**src/wis_pkg.sv**
```systemverilog
package wis_pkg;

	localparam int unsigned ENTRIES_DEF = 64;

	localparam int unsigned WEIGHT_W  = 32;
	localparam int unsigned FRAC_W    = 33;
	localparam int unsigned TOTAL_W   = 38;
	localparam int unsigned PROD_W    = FRAC_W + TOTAL_W;
	localparam int unsigned RHS_HI_W  = PROD_W - WEIGHT_W;
	localparam int unsigned PROB_W    = 16;
	localparam int unsigned INDEX_W   = 6;
	localparam int unsigned COUNT_W   = 7;
	localparam int unsigned STEP_W    = $clog2(FRAC_W);

	localparam int unsigned S_TDATA_W = ((WEIGHT_W + FRAC_W + 7) / 8) * 8;
	localparam int unsigned M_TDATA_W = ((INDEX_W + PROB_W + COUNT_W + 7) / 8) * 8;
	localparam int unsigned M_TUSER_W = 2;

	localparam logic KIND_APPEND = 1'b0;
	localparam logic KIND_SAMPLE = 1'b1;

	typedef struct packed {
		logic [PROD_W-1:0]   a;
		logic [PROD_W-1:0]   b;
		logic                sub;
		logic [RHS_HI_W-1:0] lim;
	} alu_req_t;

	typedef struct packed {
		logic [PROD_W-1:0] res;
		logic              cout;
		logic              gt;
	} alu_rsp_t;

endpackage

```
**src/wis_ram.sv**
```systemverilog
module wis_ram #(
	parameter int unsigned WIDTH = 32,
	parameter int unsigned DEPTH = 64,
	localparam int unsigned AW = $clog2(DEPTH)
) (
	input  logic             clk,
	input  logic             we,
	input  logic [AW-1:0]    waddr,
	input  logic [WIDTH-1:0] wdata,
	input  logic [AW-1:0]    raddr,
	output logic [WIDTH-1:0] rdata
);

	logic [WIDTH-1:0] mem_q [DEPTH];

	always_ff @(posedge clk) begin
		if (we) begin
			mem_q[waddr] <= wdata;
		end
		rdata <= mem_q[raddr];
	end

endmodule

```
**src/wis_alu.sv**
```systemverilog
module wis_alu (
	input  wis_pkg::alu_req_t req,
	output wis_pkg::alu_rsp_t rsp
);

	logic [wis_pkg::PROD_W-1:0] b_eff;
	logic [wis_pkg::PROD_W:0]   full;

	// add, or subtract with cout = no borrow
	assign b_eff = req.sub ? ~req.b : req.b;
	assign full  = {1'b0, req.a} + {1'b0, b_eff} + (wis_pkg::PROD_W + 1)'(req.sub);

	always_comb begin
		rsp      = '0;
		rsp.res  = full[wis_pkg::PROD_W-1:0];
		rsp.cout = full[wis_pkg::PROD_W];
		// running sum (mod total width) against fraction * total with its low 32 bits dropped
		rsp.gt   = {1'b0, full[wis_pkg::TOTAL_W-1:0]} > req.lim;
	end

endmodule

```
**src/weighted_index_sampler_core.sv**
```systemverilog
// channel  dir  tdata                                   tuser
// s_*      in   [31:0] weight, [64:32] random_fraction  kind
// m_*      out  [5:0] chosen_index, [21:6] probability,  [0] found, [1] table_full
//               [28:22] entry_count
//
// Append: accept, then result. Sample for n stored weights runs on the shared adder:
// 33 shift-add steps for fraction * total, one RAM read and add per weight walked,
// one saturation check and 16 restoring division steps
// (the division is skipped when the probability saturates or the total is zero).
// Reset clears count, total, the output valid and the sequencer; table contents stay undefined.
// s_tready is high only while idle; a finished result waits for m_tready.
module weighted_index_sampler_core #(
	parameter int unsigned ENTRIES = wis_pkg::ENTRIES_DEF
) (
	input  logic                            clk,
	input  logic                            arst_n,
	input  logic                            s_tvalid,
	output logic                            s_tready,
	input  logic [wis_pkg::S_TDATA_W-1:0]   s_tdata,  // weight, random_fraction
	input  logic                            s_tuser,  // kind
	output logic                            m_tvalid,
	input  logic                            m_tready,
	output logic [wis_pkg::M_TDATA_W-1:0]   m_tdata,  // chosen_index, probability, entry_count
	output logic [wis_pkg::M_TUSER_W-1:0]   m_tuser   // found, table_full
);

	localparam int unsigned AW     = $clog2(ENTRIES);
	localparam int unsigned CNT_W  = $clog2(ENTRIES + 1);
	localparam int unsigned CNT_XW = (CNT_W > wis_pkg::COUNT_W) ? CNT_W : wis_pkg::COUNT_W;
	localparam int unsigned IDX_XW = (AW > wis_pkg::INDEX_W) ? AW : wis_pkg::INDEX_W;

	localparam int unsigned TW = wis_pkg::TOTAL_W;
	localparam int unsigned PW = wis_pkg::PROB_W;
	localparam int unsigned SW = wis_pkg::STEP_W;

	localparam int unsigned ST_W    = 3;
	localparam logic [ST_W-1:0] ST_IDLE = 3'd0;
	localparam logic [ST_W-1:0] ST_MUL  = 3'd1;
	localparam logic [ST_W-1:0] ST_WALK = 3'd2;
	localparam logic [ST_W-1:0] ST_SAT  = 3'd3;
	localparam logic [ST_W-1:0] ST_DIV  = 3'd4;
	localparam logic [ST_W-1:0] ST_FIN  = 3'd5;

	localparam logic [SW-1:0] MUL_LAST = SW'(wis_pkg::FRAC_W - 1);
	localparam logic [SW-1:0] DIV_LAST = SW'(PW - 1);

	logic [ST_W-1:0]               state_q;
	logic [CNT_W-1:0]              count_q;
	logic [TW-1:0]                 total_q;
	logic                          m_tvalid_q;

	logic [wis_pkg::PROD_W-1:0]    acc_q;
	logic [wis_pkg::FRAC_W-1:0]    frac_q;
	logic [TW-1:0]                 sum_q;
	logic [TW-1:0]                 rem_q;
	logic [PW-1:0]                 quo_q;
	logic [SW-1:0]                 step_q;
	logic [CNT_W-1:0]              proc_q;
	logic [AW-1:0]                 pick_q;
	logic [wis_pkg::WEIGHT_W-1:0]  w_q;
	logic                          found_q;
	logic                          full_q;

	logic                          out_found_q;
	logic                          out_full_q;
	logic [wis_pkg::INDEX_W-1:0]   out_idx_q;
	logic [PW-1:0]                 out_prob_q;
	logic [wis_pkg::COUNT_W-1:0]   out_cnt_q;

	logic                          s_fire;
	logic                          is_full;
	logic                          walk_last;
	logic                          out_free;
	logic [wis_pkg::WEIGHT_W-1:0]  s_weight;
	logic [wis_pkg::FRAC_W-1:0]    s_frac;
	logic [PW-1:0]                 quo_next;
	logic [CNT_XW-1:0]             cnt_x;
	logic [IDX_XW-1:0]             pick_x;

	logic                          ram_we;
	logic [AW-1:0]                 ram_raddr;
	logic [wis_pkg::WEIGHT_W-1:0]  ram_rdata;

	wis_pkg::alu_req_t             alu_req;
	wis_pkg::alu_rsp_t             alu_rsp;

	assign s_weight  = s_tdata[wis_pkg::WEIGHT_W-1:0];
	assign s_frac    = s_tdata[wis_pkg::WEIGHT_W +: wis_pkg::FRAC_W];
	assign s_tready  = (state_q == ST_IDLE);
	assign s_fire    = s_tvalid && s_tready;
	assign is_full   = (count_q == CNT_W'(ENTRIES));
	assign walk_last = (proc_q == count_q - CNT_W'(1));
	assign out_free  = !m_tvalid_q || m_tready;
	assign quo_next  = {quo_q[PW-2:0], alu_rsp.cout};

	assign ram_we    = s_fire && (s_tuser == wis_pkg::KIND_APPEND) && !is_full;
	assign ram_raddr = (state_q == ST_WALK) ? proc_q[AW-1:0] + AW'(1) : '0;

	wis_ram #(
		.WIDTH(wis_pkg::WEIGHT_W),
		.DEPTH(ENTRIES)
	) u_ram (
		.clk  (clk),
		.we   (ram_we),
		.waddr(count_q[AW-1:0]),
		.wdata(s_weight),
		.raddr(ram_raddr),
		.rdata(ram_rdata)
	);

	always_comb begin
		alu_req     = '0;
		alu_req.lim = acc_q[wis_pkg::PROD_W-1:wis_pkg::WEIGHT_W];
		case (state_q)
			ST_IDLE: begin
				alu_req.a = wis_pkg::PROD_W'(total_q);
				alu_req.b = wis_pkg::PROD_W'(s_weight);
			end
			ST_MUL: begin
				alu_req.a = {acc_q[wis_pkg::PROD_W-2:0], 1'b0};
				alu_req.b = frac_q[wis_pkg::FRAC_W-1] ? wis_pkg::PROD_W'(total_q) : '0;
			end
			ST_WALK: begin
				alu_req.a = wis_pkg::PROD_W'(sum_q);
				alu_req.b = wis_pkg::PROD_W'(ram_rdata);
			end
			ST_SAT: begin
				alu_req.a   = wis_pkg::PROD_W'(w_q);
				alu_req.b   = wis_pkg::PROD_W'(total_q);
				alu_req.sub = 1'b1;
			end
			ST_DIV: begin
				alu_req.a   = wis_pkg::PROD_W'({rem_q, 1'b0});
				alu_req.b   = wis_pkg::PROD_W'(total_q);
				alu_req.sub = 1'b1;
			end
			default: begin
				alu_req.sub = 1'b0;
			end
		endcase
	end

	wis_alu u_alu (
		.req(alu_req),
		.rsp(alu_rsp)
	);

	// sequencer and stored state
	always_ff @(posedge clk or negedge arst_n) begin
		if (!arst_n) begin
			state_q    <= ST_IDLE;
			count_q    <= '0;
			total_q    <= '0;
			m_tvalid_q <= 1'b0;
		end else begin
			if (m_tvalid_q && m_tready && state_q != ST_FIN) begin
				m_tvalid_q <= 1'b0;
			end
			case (state_q)
				ST_IDLE: begin
					if (s_fire) begin
						if (s_tuser == wis_pkg::KIND_APPEND) begin
							if (!is_full) begin
								count_q <= count_q + CNT_W'(1);
								total_q <= alu_rsp.res[TW-1:0];
							end
							state_q <= ST_FIN;
						end else if (count_q == '0) begin
							state_q <= ST_FIN;
						end else begin
							state_q <= ST_MUL;
						end
					end
				end
				ST_MUL: begin
					if (step_q == MUL_LAST) begin
						state_q <= ST_WALK;
					end
				end
				ST_WALK: begin
					if (alu_rsp.gt || walk_last) begin
						state_q <= ST_SAT;
					end
				end
				ST_SAT: begin
					if (total_q == '0 || alu_rsp.cout) begin
						state_q <= ST_FIN;
					end else begin
						state_q <= ST_DIV;
					end
				end
				ST_DIV: begin
					if (step_q == DIV_LAST) begin
						state_q <= ST_FIN;
					end
				end
				ST_FIN: begin
					if (out_free) begin
						m_tvalid_q <= 1'b1;
						state_q    <= ST_IDLE;
					end
				end
				default: begin
					state_q <= ST_IDLE;
				end
			endcase
		end
	end

	// datapath
	always_ff @(posedge clk) begin
		case (state_q)
			ST_IDLE: begin
				if (s_fire) begin
					found_q <= 1'b0;
					pick_q  <= '0;
					quo_q   <= '0;
					full_q  <= (s_tuser == wis_pkg::KIND_APPEND) && is_full;
					acc_q   <= '0;
					frac_q  <= s_frac;
					sum_q   <= '0;
					proc_q  <= '0;
					step_q  <= '0;
				end
			end
			ST_MUL: begin
				acc_q  <= alu_rsp.res;
				frac_q <= {frac_q[wis_pkg::FRAC_W-2:0], 1'b0};
				step_q <= step_q + SW'(1);
			end
			ST_WALK: begin
				sum_q   <= alu_rsp.res[TW-1:0];
				w_q     <= ram_rdata;
				pick_q  <= proc_q[AW-1:0];
				found_q <= 1'b1;
				proc_q  <= proc_q + CNT_W'(1);
			end
			ST_SAT: begin
				rem_q  <= TW'(w_q);
				step_q <= '0;
				if (total_q == '0) begin
					quo_q <= '0;
				end else if (alu_rsp.cout) begin
					quo_q <= '1;
				end else begin
					quo_q <= '0;
				end
			end
			ST_DIV: begin
				quo_q  <= quo_next;
				step_q <= step_q + SW'(1);
				if (alu_rsp.cout) begin
					rem_q <= alu_rsp.res[TW-1:0];
				end else begin
					rem_q <= {rem_q[TW-2:0], 1'b0};
				end
			end
			ST_FIN: begin
				if (out_free) begin
					out_found_q <= found_q;
					out_full_q  <= full_q;
					out_idx_q   <= pick_x[wis_pkg::INDEX_W-1:0];
					out_prob_q  <= quo_q;
					out_cnt_q   <= cnt_x[wis_pkg::COUNT_W-1:0];
				end
			end
			default: begin
				step_q <= '0;
			end
		endcase
	end

	assign cnt_x  = CNT_XW'(count_q);
	assign pick_x = IDX_XW'(pick_q);

	assign m_tvalid = m_tvalid_q;
	assign m_tdata  = wis_pkg::M_TDATA_W'({out_cnt_q, out_prob_q, out_idx_q});
	assign m_tuser  = {out_full_q, out_found_q};

	a_count_range: assert property (@(posedge clk) disable iff (!arst_n)
		count_q <= CNT_W'(ENTRIES))
		else $error("stored count above table depth");

	a_walk_bound: assert property (@(posedge clk) disable iff (!arst_n)
		state_q == ST_WALK |-> proc_q < count_q)
		else $error("walk past stored entries");

	a_sample_start: assert property (@(posedge clk) disable iff (!arst_n)
		s_fire && s_tuser == wis_pkg::KIND_SAMPLE && count_q != '0 |=> state_q == ST_MUL)
		else $error("sample request did not start multiply");

	a_out_from_fin: assert property (@(posedge clk) disable iff (!arst_n)
		$rose(m_tvalid_q) |-> $past(state_q) == ST_FIN)
		else $error("result raised outside finish state");

	a_full_hold: assert property (@(posedge clk) disable iff (!arst_n)
		s_fire && s_tuser == wis_pkg::KIND_APPEND && is_full |=>
		$stable(count_q) && $stable(total_q))
		else $error("rejected append changed table state");

endmodule
```
**config.mk**
```make
export PLATFORM = sky130hd
export DESIGN_NAME = weighted_index_sampler_core
export DESIGN_NICKNAME = d
export VERILOG_FILES = /design/src/wis_pkg.sv /design/src/wis_ram.sv /design/src/wis_alu.sv /design/src/weighted_index_sampler_core.sv
export SDC_FILE = /design/constraint.sdc
export NUM_CORES = 2
export LEC_CHECK = 0
export BUFFER_PORTS_ARGS = -buffer_cell sky130_fd_sc_hd__clkbuf_2
export CAP_MARGIN = 10
export CORE_MARGIN = 5
export CORE_UTILIZATION = 65
export CTS_CLUSTER_SIZE = 28
export DETAILED_ROUTE_END_ITERATION = 10
export PLACE_DENSITY = 0.82
export SETUP_SLACK_MARGIN = 0.05
export SLEW_MARGIN = 10
export SYNTH_ARGS = -nofsm -noshare
export SYNTH_HDL_FRONTEND = slang
export SYNTH_SLANG_ARGS = --single-unit
```
**constraint.sdc**
```tcl
create_clock -name clk -period 24.4 [get_ports clk]
set_input_delay 0 -clock clk [delete_from_list [all_inputs] [get_ports clk]]
set_output_delay 0 -clock clk [all_outputs]
set_load 0.02 [all_outputs]
```
==> key figures <==
Power
  – Pleak: 36.3 nW
  – Pint: 7.87 mW
  – Switch share: 34.0%
  – Combinational share of power: 28.0%
  – Power Density: 106 mW/mm²
  – Seq pwr share: 42.3%
  – Total power: 11.9 mW
  – Clock power share: 29.8%
  – Largest vdd supply drop: 106 µV
  – NetSw: 4.05 mW

CTS
  – Clk_lat worst skew: 0.90 ns
  – Clock-pin slew on the worst setup and hold paths: 0.07 ns
  – Number of H-tree levels: 4
  – CTS Buf Count: 225
  – Clock Tree Buf Depth: 3
  – CTS Sinks: 2409
  – Clock root cell: clkbuf_16
  – CTS tree: built

Worst setup path
  – Crit path required time: 25.16 ns
  – Setup crit start: state_q[2]$_DFFE_PN0P_
  – Crit end category: flip-flop
  – Setup Crit Path Kind: flip-flop to flip-flop
  – Critical path launch point type: flip-flop
  – Critical-path top delay cell: clkinv_2
  – Reg2reg start: state_q[2]$_DFFE_PN0P_
  – CP most frequent cell: a21oi_1
  – Crit-path cells: and2b_1, a21oi_1, clkinv_2, buf_4, a221o_1, ha_1, nand4_1, nor4_1, nand3_1, a221oi_4, o31ai_2, o21bai_1, a21oi_1, xor2_1, inv_1, ha_1, a21o_1, a21oi_1, o21ai_0, a2111oi_0, o31ai_1, nand3_1, a211oi_1, a21o_1
  – CP peak stage delay: 0.93 ns
  – Critical path's top delay family: compound AO/OA/AOI/OAI gates
  – CP Max Fanout: 56
  – Worst path arrival time: 9.60 ns
  – Crit path buf inv count: 3

Floorplan
  – Die width: 405 µm
  – Site row count: 144
  – Core footprint: 0.154 mm²
  – Die area: 0.164 mm²
  – Initial Utilization: 65.6%
  – Top-Level Pins: 113
  – Die Y: 405 µm

Synth
  – Synth async-reset ratio: 2.03%
  – Yosys warnings: 0
  – Primary FF master, synth: edfxtp_1
  – Sequential cell area fraction in the yosys report: 70.9%
  – Cell Area, Synth: 0.101 mm²
  – Post-synth EDFFs: 2328
  – Syn avg cell area: 18.0 µm²
  – Flops & latches, synth: 2409
  – Post-synthesis cell count: 5612
  – Number of distinct library cells after synthesis: 86

Timing
  – Final min period: 8.84 ns
  – TNS Setup: 0 ns
  – Slew headroom: 7.23%
  – Clock Skews: 0.0392 ns
  – Fin Hold WS: 0.0592 ns
  – Worst Tran Pin Value: 1.38 ns
  – Final Max Tran Viols: 0
  – RSZ-0062 raised after global routing: false
  – Achievable Freq: 113 MHz
  – Setup-failing EPs final: 0
  – Hold Fails Final Rpt: 0
  – Final period utilization: 36.2%

Final layout
  – Most frequent cells in the layout: edfxtp_1, mux4_2, nand2_1
  – Commonest non-fill, non-tap cell in the layout: edfxtp_1
  – Final net count: 6042
  – Share of layout cells above drive strength 1: 22.6%
  – Area growth from synthesis to layout: 11.6%

Run
  – Max cap viols: 0

Routing
  – Routed via count: 60700
  – Starting DRC count in detailed routing: 10300
  – Final WL: 305000 µm
  – Routed WL per cell: 37.7 µm
  – Vias/cell: 7.50
  – Iteration count of the initial detailed-routing pass: 10
  – # DRC: 0
  – DRT antenna net count: 0

Place
  – # port buffers: 102
  – Placer Congestion: 0.933
  – Hpwl dp: 158000 µm

Hold path
  – Hold Startpoint: s_tdata[5]
  – Hold crit path type: input port to flip-flop

GRT
  – Initial antenna violation count: 20
  – Largest net degree at the start of global routing: 138
  – First-pass GRT wire length: 434000 µm
  – Global Route Usage Sum: 37.5%
  – Vias in the first global route: 60800
  – Total grt overflow: 0

Outcome
  – Status: completed
==> metrics by stage <==
| stage | area (µm²) | util, % | setup slack (ns) | instances |
|---|---|---|---|---|
| floorplan | 101000 | - | 16.70 | 5614 |
| global placement | 105000 | 67.8 | 15.96 | 7566 |
| detailed placement | 105000 | 67.8 | 15.92 | 7566 |
| CTS | 113000 | 73.1 | 15.84 | 8085 |
| global route | 113000 | 73.1 | 15.12 | 8086 |
| finish | 113000 | 73.2 | 15.56 | 8095 |
==> final timing paths <==
kind	endpoint	slack, ns	cells after the start
setup reg to reg	state_q[0]$_DFFE_PN0P_	15.56	24
hold reg to reg	out_idx_q[1]$_DFFE_PP_	0.42	0
min in group asynchronous	cnt_x[1]$_DFFE_PN0P_	0.41	4
setup / recovery	state_q[0]$_DFFE_PN0P_	15.56	24
max in group asynchronous	state_q[2]$_DFFE_PN0P_	23.34	4
hold / removal	u_ram.mem_q[29][5]$_DFFE_PP_	0.06	2
==> synth_stat cells (46+ instances only) <==
cell type  instances  share of area (%)
edfxtp_1        2328                 69
clkbuf_1         240               0.89
buf_2             67               0.33
mux2i_1           53               0.52
dfrtp_1           49                1.2
mux4_2           661                 15
nor2_1           286                1.1
o21ai_0          165               0.82
xnor2_1           46               0.40
nand3_1           47               0.23
a21o_1            53               0.39
a21oi_1          119               0.59
or3_1            271                1.7
a211oi_1          46               0.34
inv_1            120               0.44
ha_1             114                1.4
nand2_1          375                1.4
==> sequential cells by signal (all words and copies together) (netlist names), 3 cells and up <==
register and cells:
cnt_x 7, state_q 3, out_cnt_q 7, proc_q 7, rem_q 38, frac_q 33, quo_q 16, total_q 38
out_prob_q 16, acc_q 71, step_q 6, sum_q 38, out_idx_q 6, w_q 32, u_ram.mem_q 2048, u_ram.rdata 32
pick_q 6
==> per-layer routing <==
layer  wire length, µm  track usage (%)
met1             95700             47.0
met3             42400             11.3
met4             22200             21.3
met2            145000             59.2
met5               207            0.497
==> layout make-up <==
class	count	area, µm²
repair buffers	370	2830
flip-flops and latches	2409	71800
inverters	120	452
fillers	8194	41400
diodes	10	25.0
multi-input cells	2724	28100
well taps	2044	2560
clock buffers	279	5880
clock inverters	139	1380
==> power by group through the flow <==
stage / combinational (mW) / sequential [mW] / clock (mW)
2_1_floorplan: 2.19 / 5.06 / 0
3_3_place_gp: 3.12 / 5.09 / 0
3_5_place_dp: 3.18 / 5.11 / 0
4_1_cts: 3.25 / 5.03 / 3.55
5_1_grt: 3.59 / 5.05 / 3.75
6_report: 3.33 / 5.04 / 3.55
==> timing repair <==
item                                   4_1_cts  5_1_grt
buffers inserted                             0        0
gates resized for setup                      0        0
hold buffers                               101        0
endpoints found under the hold margin     1649        0
==> kinds of logic after synthesis <==
group                    Yosys count  share of synthesized area, %
AO/OA/AOI/OAI                    644                          4.24
XOR/XNOR                          79                         0.683
adder cells (fa/ha/maj)          115                          1.43
buffers and inverters            481                          1.93
flip-flops                      2409                          70.9
multiplexers                     716                          15.3
other                              1                       0.00370
AND/OR/NAND/NOR                 1167                          5.57
Power figures use the tool's default switching activity.
